<file path="config.mk">
export PLATFORM = sky130hd
export DESIGN_NAME = bmp_rle8_decoder
export DESIGN_NICKNAME = d
export VERILOG_FILES = /design/src/hdl/bmprle_pkg.sv /design/src/hdl/bmprle_core.sv /design/src/hdl/bmp_rle8_decoder.sv
export SDC_FILE = /design/constraint.sdc
export NUM_CORES = 1
export LEC_CHECK = 0
export BUFFER_PORTS_ARGS = -buffer_cell sky130_fd_sc_hd__clkbuf_2
export CORE_MARGIN = 4
export CORE_UTILIZATION = 30
export DETAILED_ROUTE_END_ITERATION = 12
export PLACE_DENSITY = 0.5
export RECOVER_POWER = 100
export SYNTH_ARGS = -nofsm -noshare
export SYNTH_HDL_FRONTEND = slang
export SYNTH_SLANG_ARGS = --single-unit
export TNS_END_PERCENT = 10
</file>
<file path="constraint.sdc">
create_clock -name i_clk -period 16.3 [get_ports i_clk]
set_clock_uncertainty 0.2 [all_clocks]
set_input_delay 1.63 -clock i_clk [delete_from_list [all_inputs] [get_ports i_clk]]
set_output_delay 1.63 -clock i_clk [all_outputs]
set_load 0.02 [all_outputs]
</file>
<file path="src/hdl/bmprle_pkg.sv">
package bmprle_pkg;

    // Largest image side in pixels; register values above it are clamped.
    localparam int MAX_SIDE  = 4096;
    localparam int SIDE_W    = 13;
    localparam int COL_W     = 16;
    localparam int ROW_W     = 12;
    localparam int BYTE_W    = 8;
    localparam int CFG_IDX_W = 2;

    localparam logic [SIDE_W-1:0] SIDE_MAX = SIDE_W'(MAX_SIDE);
    localparam logic [SIDE_W-1:0] SIDE_RST = SIDE_W'(256);

    // Configuration register indexes.
    localparam logic [CFG_IDX_W-1:0] CFG_WIDTH  = CFG_IDX_W'(0);
    localparam logic [CFG_IDX_W-1:0] CFG_HEIGHT = CFG_IDX_W'(1);

    // Result kinds.
    localparam logic [1:0] K_RUN = 2'd0;
    localparam logic [1:0] K_EOL = 2'd1;
    localparam logic [1:0] K_EOB = 2'd2;
    localparam logic [1:0] K_ERR = 2'd3;

    // Escape codes of the RLE8 format.
    localparam logic [BYTE_W-1:0] ESC_EOL   = 8'd0;
    localparam logic [BYTE_W-1:0] ESC_EOB   = 8'd1;
    localparam logic [BYTE_W-1:0] ESC_DELTA = 8'd2;

    typedef enum logic [2:0] {
        PH_CODE,
        PH_VALUE,
        PH_ESC,
        PH_DX,
        PH_DY,
        PH_LIT,
        PH_PAD
    } t_phase;

    typedef struct packed {
        logic [BYTE_W-1:0] data_byte;
        logic              end_of_data;
    } t_in_item;

    typedef struct packed {
        logic [1:0]        kind;
        logic [COL_W-1:0]  column;
        logic [ROW_W-1:0]  row;
        logic [BYTE_W-1:0] run_length;
        logic [BYTE_W-1:0] pixel_value;
    } t_out_item;

    typedef struct packed {
        logic advance;
        logic rearm;
    } t_step_ctl;

    typedef struct packed {
        logic      emit;
        t_out_item result;
    } t_step_res;

endpackage

</file>
<file path="src/hdl/bmprle_core.sv">
module bmprle_core (
    input  logic                              i_clk,
    input  logic                              i_rst_n,
    input  bmprle_pkg::t_step_ctl             i_ctl,
    input  bmprle_pkg::t_in_item              i_item,
    input  logic [bmprle_pkg::SIDE_W-1:0]     i_width,
    input  logic [bmprle_pkg::SIDE_W-1:0]     i_height,
    output bmprle_pkg::t_step_res             o_step
);
    import bmprle_pkg::*;

    t_phase              r_phase, n_phase;
    logic [COL_W-1:0]    r_col, n_col;
    logic [ROW_W-1:0]    r_row, n_row;
    logic [BYTE_W-1:0]   r_pend, n_pend;
    logic                r_odd, n_odd;
    logic                r_finished, n_finished;

    logic [SIDE_W-1:0]   w_eff;
    logic [SIDE_W-1:0]   h_eff;
    logic [COL_W:0]      run_sum;
    logic [COL_W:0]      dx_sum;
    logic [COL_W:0]      one_sum;
    logic [COL_W-1:0]    run_col;
    logic [COL_W-1:0]    dx_col;
    logic [COL_W-1:0]    one_col;
    logic [SIDE_W-1:0]   eol_row;
    logic [SIDE_W-1:0]   dy_row;
    logic                dx_bad;
    logic                dy_bad;
    logic                eol_last;
    logic [BYTE_W-1:0]   pend_dec;
    logic [BYTE_W-1:0]   b;
    logic                eod;

    function automatic logic [SIDE_W-1:0] eff_side(input logic [SIDE_W-1:0] v);
        logic [SIDE_W-1:0] r;
        if (v == '0) begin
            r = SIDE_W'(1);
        end else if (v > SIDE_MAX) begin
            r = SIDE_MAX;
        end else begin
            r = v;
        end
        return r;
    endfunction

    assign b        = i_item.data_byte;
    assign eod      = i_item.end_of_data;
    assign w_eff    = eff_side(i_width);
    assign h_eff    = eff_side(i_height);

    // Column arithmetic saturates at the top of the 16-bit range.
    assign run_sum  = {1'b0, r_col} + {{(COL_W+1-BYTE_W){1'b0}}, r_pend};
    assign dx_sum   = {1'b0, r_col} + {{(COL_W+1-BYTE_W){1'b0}}, b};
    assign one_sum  = {1'b0, r_col} + (COL_W+1)'(1);
    assign run_col  = run_sum[COL_W] ? '1 : run_sum[COL_W-1:0];
    assign dx_col   = dx_sum[COL_W] ? '1 : dx_sum[COL_W-1:0];
    assign one_col  = one_sum[COL_W] ? '1 : one_sum[COL_W-1:0];

    assign eol_row  = {1'b0, r_row} + SIDE_W'(1);
    assign dy_row   = {1'b0, r_row} + {{(SIDE_W-BYTE_W){1'b0}}, b};
    assign eol_last = eol_row >= h_eff;
    assign dx_bad   = dx_col >= {{(COL_W-SIDE_W){1'b0}}, w_eff};
    assign dy_bad   = dy_row >= h_eff;
    assign pend_dec = r_pend - BYTE_W'(1);

    // Next phase.
    always_comb begin
        n_phase = r_phase;
        if (!r_finished && !eod) begin
            unique case (r_phase)
                PH_CODE:  n_phase = (b == ESC_EOL) ? PH_ESC : PH_VALUE;
                PH_VALUE: n_phase = PH_CODE;
                PH_ESC: begin
                    if (b == ESC_EOL) begin
                        n_phase = PH_CODE;
                    end else if (b == ESC_DELTA) begin
                        n_phase = PH_DX;
                    end else if (b != ESC_EOB) begin
                        n_phase = PH_LIT;
                    end
                end
                PH_DX:    n_phase = dx_bad ? PH_DX : PH_DY;
                PH_DY:    n_phase = dy_bad ? PH_DY : PH_CODE;
                PH_LIT: begin
                    if (pend_dec == '0) begin
                        n_phase = r_odd ? PH_PAD : PH_CODE;
                    end
                end
                PH_PAD:   n_phase = PH_CODE;
                default:  n_phase = PH_CODE;
            endcase
        end
    end

    // Datapath and result.
    always_comb begin
        n_col      = r_col;
        n_row      = r_row;
        n_pend     = r_pend;
        n_odd      = r_odd;
        n_finished = r_finished;
        o_step     = '0;
        if (!r_finished) begin
            if (eod) begin
                o_step.emit        = 1'b1;
                o_step.result.kind = (r_phase inside {PH_CODE, PH_PAD}) ? K_EOB : K_ERR;
                n_finished         = 1'b1;
            end else begin
                case (r_phase)
                    PH_CODE: begin
                        if (b != ESC_EOL) begin
                            n_pend = b;
                        end
                    end
                    PH_VALUE: begin
                        o_step.emit               = 1'b1;
                        o_step.result.kind        = K_RUN;
                        o_step.result.column      = r_col;
                        o_step.result.row         = r_row;
                        o_step.result.run_length  = r_pend;
                        o_step.result.pixel_value = b;
                        n_col                     = run_col;
                    end
                    PH_ESC: begin
                        if (b == ESC_EOL) begin
                            n_col              = '0;
                            n_row              = eol_row[ROW_W-1:0];
                            o_step.emit        = 1'b1;
                            o_step.result.kind = eol_last ? K_EOB : K_EOL;
                            n_finished         = eol_last;
                        end else if (b == ESC_EOB) begin
                            o_step.emit        = 1'b1;
                            o_step.result.kind = K_EOB;
                            n_finished         = 1'b1;
                        end else if (b != ESC_DELTA) begin
                            n_pend = b;
                            n_odd  = b[0];
                        end
                    end
                    PH_DX: begin
                        n_col = dx_col;
                        if (dx_bad) begin
                            o_step.emit        = 1'b1;
                            o_step.result.kind = K_ERR;
                            n_finished         = 1'b1;
                        end
                    end
                    PH_DY: begin
                        n_row = dy_row[ROW_W-1:0];
                        if (dy_bad) begin
                            o_step.emit        = 1'b1;
                            o_step.result.kind = K_ERR;
                            n_finished         = 1'b1;
                        end
                    end
                    PH_LIT: begin
                        o_step.emit               = 1'b1;
                        o_step.result.kind        = K_RUN;
                        o_step.result.column      = r_col;
                        o_step.result.row         = r_row;
                        o_step.result.run_length  = BYTE_W'(1);
                        o_step.result.pixel_value = b;
                        n_col                     = one_col;
                        n_pend                    = pend_dec;
                    end
                    default: begin
                    end
                endcase
            end
        end
    end

    always_ff @(posedge i_clk) begin
        if (!i_rst_n || i_ctl.rearm) begin
            r_phase    <= PH_CODE;
            r_col      <= '0;
            r_row      <= '0;
            r_pend     <= '0;
            r_odd      <= 1'b0;
            r_finished <= 1'b0;
        end else if (i_ctl.advance) begin
            r_phase    <= n_phase;
            r_col      <= n_col;
            r_row      <= n_row;
            r_pend     <= n_pend;
            r_odd      <= n_odd;
            r_finished <= n_finished;
        end
    end

    a_quiet_when_finished: assert property (@(posedge i_clk) disable iff (!i_rst_n)
        r_finished |-> !o_step.emit)
        else $error("result produced after the stream was finished");

    a_rearm_clears: assert property (@(posedge i_clk) disable iff (!i_rst_n)
        i_ctl.rearm |=> (r_phase == PH_CODE) && !r_finished && (r_col == '0))
        else $error("decoder not rearmed after a configuration write");

    a_row_in_image: assert property (@(posedge i_clk) disable iff (!i_rst_n)
        !r_finished |-> ({1'b0, r_row} < h_eff))
        else $error("active row counter has reached the image height");

    a_count_nonzero: assert property (@(posedge i_clk) disable iff (!i_rst_n)
        (r_phase == PH_VALUE || r_phase == PH_LIT) |-> (r_pend != '0))
        else $error("pending pixel count is zero inside a run or literal block");

endmodule

</file>
<file path="src/hdl/bmp_rle8_decoder.sv">
// BMP RLE8 run-length decoder.
// Compressed bytes arrive on the input channel (i_in_valid / o_in_ready, payload
// i_in_data); a transaction with end_of_data set marks the end of the stream and
// carries no byte. Pixel-run writes, line ends, bitmap end and errors leave on the
// output channel (o_out_valid / i_out_ready, payload o_out_data), at most one per
// input transaction. Width and height are written through the configuration
// channel (i_cfg_valid / o_cfg_ready, index and data); any write to a known
// register restarts decoding at the bottom-left corner. Writes are taken every
// cycle and should only be issued while the decoder is idle.
// An accepted byte is held in the input register; its state update and result are
// computed from there and registered in the output register once that register is
// free. One byte is taken every cycle while the receiver keeps up, limited by the
// combinational state update between the two registers.
// When the receiver stalls, the result waits in the output register and one more
// byte is held in the input register before o_in_ready falls.
// Reset is synchronous: both registers are emptied, width and height return to
// 256 and the decoder waits for the first byte of a code. No clearing pass is
// needed. After bitmap end or an error, further bytes are accepted silently.
module bmp_rle8_decoder (
    input  logic                               i_clk,
    input  logic                               i_rst_n,
    input  logic                               i_in_valid,
    output logic                               o_in_ready,
    input  bmprle_pkg::t_in_item               i_in_data,
    output logic                               o_out_valid,
    input  logic                               i_out_ready,
    output bmprle_pkg::t_out_item              o_out_data,
    input  logic                               i_cfg_valid,
    output logic                               o_cfg_ready,
    input  logic [bmprle_pkg::CFG_IDX_W-1:0]   i_cfg_index,
    input  logic [bmprle_pkg::SIDE_W-1:0]      i_cfg_data
);
    import bmprle_pkg::*;

    logic              r_in_valid;
    t_in_item          r_in;
    logic              r_out_valid;
    t_out_item         r_out;
    logic [SIDE_W-1:0] r_width;
    logic [SIDE_W-1:0] r_height;

    logic              advance;
    logic              cfg_write;
    logic              cfg_known;
    t_step_ctl         ctl;
    t_step_res         step;

    assign advance     = r_in_valid && (!r_out_valid || i_out_ready);
    assign o_in_ready  = !r_in_valid || advance;
    assign o_cfg_ready = 1'b1;
    assign cfg_write   = i_cfg_valid && o_cfg_ready;

    always_comb begin
        unique case (i_cfg_index)
            CFG_WIDTH, CFG_HEIGHT: cfg_known = 1'b1;
            default:               cfg_known = 1'b0;
        endcase
    end

    assign ctl.advance = advance;
    assign ctl.rearm   = cfg_write && cfg_known;

    bmprle_core u_core (
        .i_clk    (i_clk),
        .i_rst_n  (i_rst_n),
        .i_ctl    (ctl),
        .i_item   (r_in),
        .i_width  (r_width),
        .i_height (r_height),
        .o_step   (step)
    );

    always_ff @(posedge i_clk) begin
        if (!i_rst_n) begin
            r_in_valid  <= 1'b0;
            r_out_valid <= 1'b0;
            r_width     <= SIDE_RST;
            r_height    <= SIDE_RST;
        end else begin
            if (o_in_ready) begin
                r_in_valid <= i_in_valid;
            end
            if (advance) begin
                r_out_valid <= step.emit;
            end else if (i_out_ready) begin
                r_out_valid <= 1'b0;
            end
            if (cfg_write && i_cfg_index == CFG_WIDTH) begin
                r_width <= i_cfg_data;
            end
            if (cfg_write && i_cfg_index == CFG_HEIGHT) begin
                r_height <= i_cfg_data;
            end
        end
    end

    always_ff @(posedge i_clk) begin
        if (i_in_valid && o_in_ready) begin
            r_in <= i_in_data;
        end
        if (advance && step.emit) begin
            r_out <= step.result;
        end
    end

    assign o_out_valid = r_out_valid;
    assign o_out_data  = r_out;

endmodule

</file>
; ---- Word-level counts from Yosys, hierarchy flattened
; Cells that the tools add are included.
[classes]
mux = 46
n_eq_ne = 18
n_lt_le_gt_ge = 5
n_addsub = 6
n_reduce_logical = 35
n_bitwise = 4
[op_table]
columns = operator, count
row1 = $pmux W44 S2, 1
row2 = $mux W16, 4
row3 = $pmux W16 S4, 1
row4 = $mux W13, 4
row5 = $mux W47, 1
row6 = $mux W44, 1
row7 = $mux W3, 12
row8 = $add A16 B8 Y17, 2
row9 = $mux W8, 4
row10 = $ge A13 B13 Y1, 2
row11 = $gt A13 B13 Y1 const B, 2
row12 = $logic_not A13 Y1, 2
row13 = $pmux W12 S2, 1
row14 = $pmux W8 S3, 1
row15 = $add A16 B1 Y17 const B, 1
row16 = $ge A16 B13 Y1, 1
row17 = $logic_not A8 Y1, 2
row18 = $pmux W3 S5, 1
row19 = $add A12 B1 Y13 const B, 1
row20 = $add A12 B8 Y13, 1
row21 = $mux W12, 1
row22 = $pmux W3 S4, 1
row23 = $mux W1, 10
row24 = $reduce_and A5 Y1, 2
row25 = other kinds (28), 55
[word_totals]
in_bits = 29
out_inout_bits = 49
word_cells = 131
reg_bits = 124

; ---- Depth between registers and ports, before layout
[logic_depth]
ltp_word = 10
depth_mapped = 18
ltp_nobuf = 18

; ---- Cells and area by module
; From an unflattened synthesis, not the netlist that was laid out.
[unflattened]
cells_unflattened = 971
hier_area_um2 = 8515.7
[by_module_without_submodules]
columns = mod, area_per_inst_um2, cells_per_inst, n_inst, seq_area_each_um2
row1 = bmprle_core, 5748.0, 801, 1, 820.8
row2 = bmp_rle8_decoder, 2767.7, 170, 1, 2212.1

; ---- Worst setup path after synthesis
; No wires, ideal clock.
[synth_path]
path_type = register to register
startpoint = register r_in[1] (netlist bit)
endpoint = register r_out (netlist bit o_out_data[0]), enable pin
stages_incl_launch_ff = 16
path_slack_ns = 9.277
synth_period_minus_slack_ns = 7.023
required_ns = 15.593
arrival_ns = 6.316
path_buffers = 0
setup_ns = 0.507
path_cell_list = edfxtp_1 ha_1 fa_1 a211oi_2 o21ai_2 a41oi_2 nand2_1 mux2_2 ha_1 o2111ai_1 nand3_1 a21oi_1 o22a_1 nand4_1 a211oi_2 nor3_1
[synth_between]
elab_chain_len = 8
elab_cells_between_ends = 15
classes_between = 2 x add/sub / 2 x order compare / 1 x eq/ne / 8 x mux / 2 x reduce/logical
[synth_rtl]
columns = element, line_no
row1 = start: declaration, bmp_rle8_decoder.sv:36  ; t_in_item r_in;
row2 = start signal: assignment, bmp_rle8_decoder.sv:99  ; r_in <= i_in_data;
row3 = $add A16 B8 Y17, bmprle_core.sv:55  ; assign dx_sum = {1'b0, r_col} + {{(COL_W+1-BYTE_W){1'b0}}, b};
row4 = $mux W16, bmprle_core.sv:58  ; assign dx_col = dx_sum[COL_W] ? '1 : dx_sum[COL_W-1:0];
row5 = $ge A16 B13 Y1, bmprle_core.sv:64  ; assign dx_bad = dx_col >= {{(COL_W-SIDE_W){1'b0}}, w_eff};
row6 = $mux W3, bmprle_core.sv:144  ; if (dx_bad) begin
row7 = $pmux W3 S4 *, bmprle_core.sv:111  ; case (r_phase)
row8 = $mux W3 *, bmprle_core.sv:106  ; if (eod) begin
row9 = $mux W47 *, bmprle_core.sv:105  ; if (!r_finished) begin
row10 = $logic_and A1 B1 Y1 *, bmp_rle8_decoder.sv:101  ; if (advance && step.emit) begin
row11 = end signal: assignment, bmp_rle8_decoder.sv:102  ; r_out <= step.result;
row12 = end: declaration, bmp_rle8_decoder.sv:38  ; t_out_item r_out;
; Every way passes the cells marked *; elsewhere a longest branch is shown, timed or not.
; A chain may end at the register's enable or synchronous reset.

; ---- Worst setup path after layout
[layout_path]
startpoint = register r_in[1] (netlist bit)
endpoint = register r_out (netlist bit o_out_data[32]), enable pin
; The elaborated chain is that of the path after synthesis.

==> impl_metrics.py <==
metrics = {
    "layout": {
        "diodes": 0,
        "fill_cells": 2955,
        "final_nets": 1171,
        "final_cell_mix": "nand2_1, a21oi_1, dfxtp_1",
        "final_common_cell": "nand2_1",
        "final_layout_size_suffix_gt1_share_pct": 7.20,
        "syn_to_final_growth_pct": 13.8,
        "seq_area_um2": 3030,
        "multiInputGateArea_um2": 5190,
        "final_cells": 1462,
    },
    "clock_tree": {
        "post_cts_buffers": 0,
        "clock_latency_ns": 0.43,
        "cts_resized": 0,
        "clockBufferDepth": 2,
        "ctsRootBufferMaster": "clkbuf_16",
        "cts_hold_buf": 0,
        "clk_pin_slew_worst_paths_ns": 0.06,
        "cts_tree": "done",
        "cts.sinks": 124,
        "htree_levels": 4,
        "cts_buffers": 17,
    },
    "grt": {
        "antenna_found_initial": 0,
        "track_usage_pct": 17.0,
        "grt_max_degree": 47,
        "grt_pass1_wl_um": 42200,
        "grt_overflow": 0,
        "grt_pass1_vias": 7363,
    },
    "sta": {
        "period_needed_ns": 7.03,
        "setup_viol": 0,
        "fmax_ghz": 0.142,
        "min_period_over_period_pct": 43.2,
        "finalSetupTns_ns": 0,
        "slew_headroom_pct": -82.6,
        "tightest_slew_ns": 2.74,
        "slew_viol_final": 47,
        "rsz0062_at_grt": "false",
        "hold_violations": 0,
    },
    "placement": {
        "placedCellCount": 1431,
        "place_congestion": 0.919,
        "hpwl_um": 19600,
        "portBuffers": 76,
    },
    "critical_path": {
        "crit_fanout": 46,
        "r2r-start": "r_in[1]",
        "critPathMaxStageDelay_ns": 1.95,
        "cp_slowest_cell": "clkbuf_1",
        "crit_arrival_ns": 6.81,
        "crit_type": "flop to flop",
        "crit_required_ns": 16.08,
        "crit_end": "o_out_data[32]",
        "rr_endpoint": "o_out_data[32]",
        "reg2reg_depth": 16,
        "cp-end-kind": "flop",
        "crit_chain": "ha_1 > fa_1 > a211oi_1 > o21ai_0 > a41oi_1 > nand2_1 > mux2_1 > ha_1 > o2111ai_1 > nand3_1 > a21oi_1 > o22a_1 > nand4_1 > a211oi_1 > nor3_2 > clkbuf_1",
        "start_kind": "flop",
        "rrSetupSlack_ns": 9.27,
        "critPathLaunch": "r_in[1]",
    },
    "drt": {
        "post_drt_wl_per_cell_um": 18.3,
        "drt-pass1-iter-count": 5,
        "vias_per_cell": 5.40,
        "vias": 7892,
        "ant_nets": 0,
        "wl_um": 26700,
        "drc_errors": 0,
        "initialDrtViolationCount": 650,
    },
    "power": {
        "vdd.ir_drop.worst_mv": 0.0575,
        "power.leakage_nw": 3.73,
        "finalPower_uw": 819,
        "powerDensity_nw_per_um2": 83.7,
    },
    "yosys": {
        "avgSynthCellArea_um2": 8.39,
        "synth_edf_count": 55,
        "syn_inst": 1024,
        "synth_top_family_by_area": "simple AND/OR/NAND/NOR gates",
        "yosys_warnings": 0,
        "synth_xor_area_share_pct": 4.08,
        "ys_types": 79,
        "syn_nets": 1123,
        "synthMuxAreaShare_pct": 0.364,
        "yosys_register_bits": 124,
        "synth_area_um2": 8590,
        "synthFlopType": "dfxtp_1",
        "ys_seq_area_share_pct": 35.3,
        "synth_compound_area_share_pct": 21.7,
        "synthArstFlopShare_pct": 0,
        "synthAdderAreaFrac_pct": 10.5,
        "synthSimpleGateAreaFrac_pct": 24.1,
    },
    "die": {
        "core_um2": 28000,
        "die_area_um2": 31400,
        "ios": 78,
        "rows": 61,
        "die_h_um": 177,
        "start_util_pct": 30.7,
        "die_w_um": 177,
    },
    "outcome": {
        "status": "complete, but fails checks",
        "violations": "max-capacitance violations, max-slew violations",
    },
    "min_path": {
        "min_path_type": "flop to flop",
    },
    "run": {
        "drv_cap": 1,
    },
}
-- cells by family (layout without fill, tap and decap cells) --
| logic type | count (synthesis) | count (layout) |
|---|---|---|
| simple gates | 419 | 419 |
| compound gates | 283 | 283 |
| flops | 124 | 124 |
| buf+inv | 84 | 144 |
| fa+ha+maj | 70 | 70 |
| xor+xnor | 40 | 40 |
| mux | 3 | 3 |
| other cells | 1 | 1 |
-- where the power goes --
group	internal [mW]	total [mW]	switching, mW	leakage [nW]
combinational	0.0237	0.0711	0.0473	2.35
clock	0.244	0.405	0.162	0.294
sequential	0.333	0.343	0.0102	1.08
-- through the flow --
step	worst slack, ns	util, %	hold slack [ns]	area [µm²]
6_report	9.27	34.9	0.274	9780
3_5_place_dp	11.13	33.2	0.264	9290
3_3_place_gp	11.36	33.2	0.264	9290
5_1_grt	8.68	34.9	0.286	9780
4_1_cts	11.13	35.3	0.274	9900
2_1_floorplan	9.28	-	0.236	8590
-- how the worst min path moves through the flow --
stage	start	to	slack (ns)	cells past startpoint
global route	r_height[0]	r_height[0]	0.29	2
finish	r_width[10]	r_width[10]	0.27	2
detailed placement	r_height[0]	r_height[0]	0.26	2
CTS	r_width[0]	r_width[0]	0.27	2
floorplan	r_height[0]	r_height[0]	0.24	2
global placement	r_height[0]	r_height[0]	0.26	2
-- state kept, by name, summed over array words and instances (netlist names) --
register	cells
u_core.r_col	16
u_core.r_pend	8
r_in	9
u_core.r_odd	1
u_core.r_phase	3
r_in_valid	1
o_out_data	46
o_out_valid	1
u_core.r_row	12
r_height	13
r_width	13
u_core.r_finished	1
-- cell type report --
class	count	share of cell area [%]
timing repair buffer	86	3.77
sequential	124	31.0
tap	378	4.84
inverter	27	1.04
multi-input combinational	816	53.1
clock inverter	14	1.89
clock buffer	17	4.35
-- Yosys cell counts (4+ instances only) --
cell         n  area, µm²
nand2_1    157        589
a21oi_1     85        425
dfxtp_1     69       1380
ha_1        67        838
nor2_1      64        240
edfxtp_1    55       1650
o21ai_0     50        250
and3_1      41        257
clkbuf_1    40        150
inv_1       26       97.6
xnor2_1     26        228
nand3_1     25        125
nor3_1      25        125
a31oi_1     20        125
and2_1      19        119
nand4_1     17        106
a211oi_1    16        120
a21o_1      15        113
nor4_1      14       87.6
xor2_1      14        123
buf_2       12       60.1
nand2b_1    12       75.1
nor2b_1     10       62.6
o21a_1       8       60.1
o31ai_1      8       60.1
a22oi_1      7       52.6
or3_1        7       43.8
o211ai_1     6       45.0
o22ai_1      6       37.5
a2111oi_0    5       43.8
a211o_1      5       43.8
a311oi_1     5       43.8
nor3b_1      5       37.5
or2_2        5       31.3
a221oi_1     4       35.0
or4_1        4       30.0
-- metal layers --
layer  vias to the layer above  routed length, µm  GRT usage (%)
met1                      3703              13500           25.7
met3                        28               1440           2.35
met4                         0                405           4.74
met2                       265              11300           25.3
li1                       3896                  -              -
met5                         -                  0              0
-- critical path, delay by kind of cell, from the launching register on --
kind | cells | cell delay (ns)
AOI/OAI and AO/OA | 7 | 1.98
adders and majority gates | 3 | 1.05
buffers and inverters | 1 | 1.95
DFF | 1 | 0.56
muxes | 1 | 0.34
and+or+nand+nor | 4 | 0.47
Note: power is estimated with default switching activity, not from simulation.
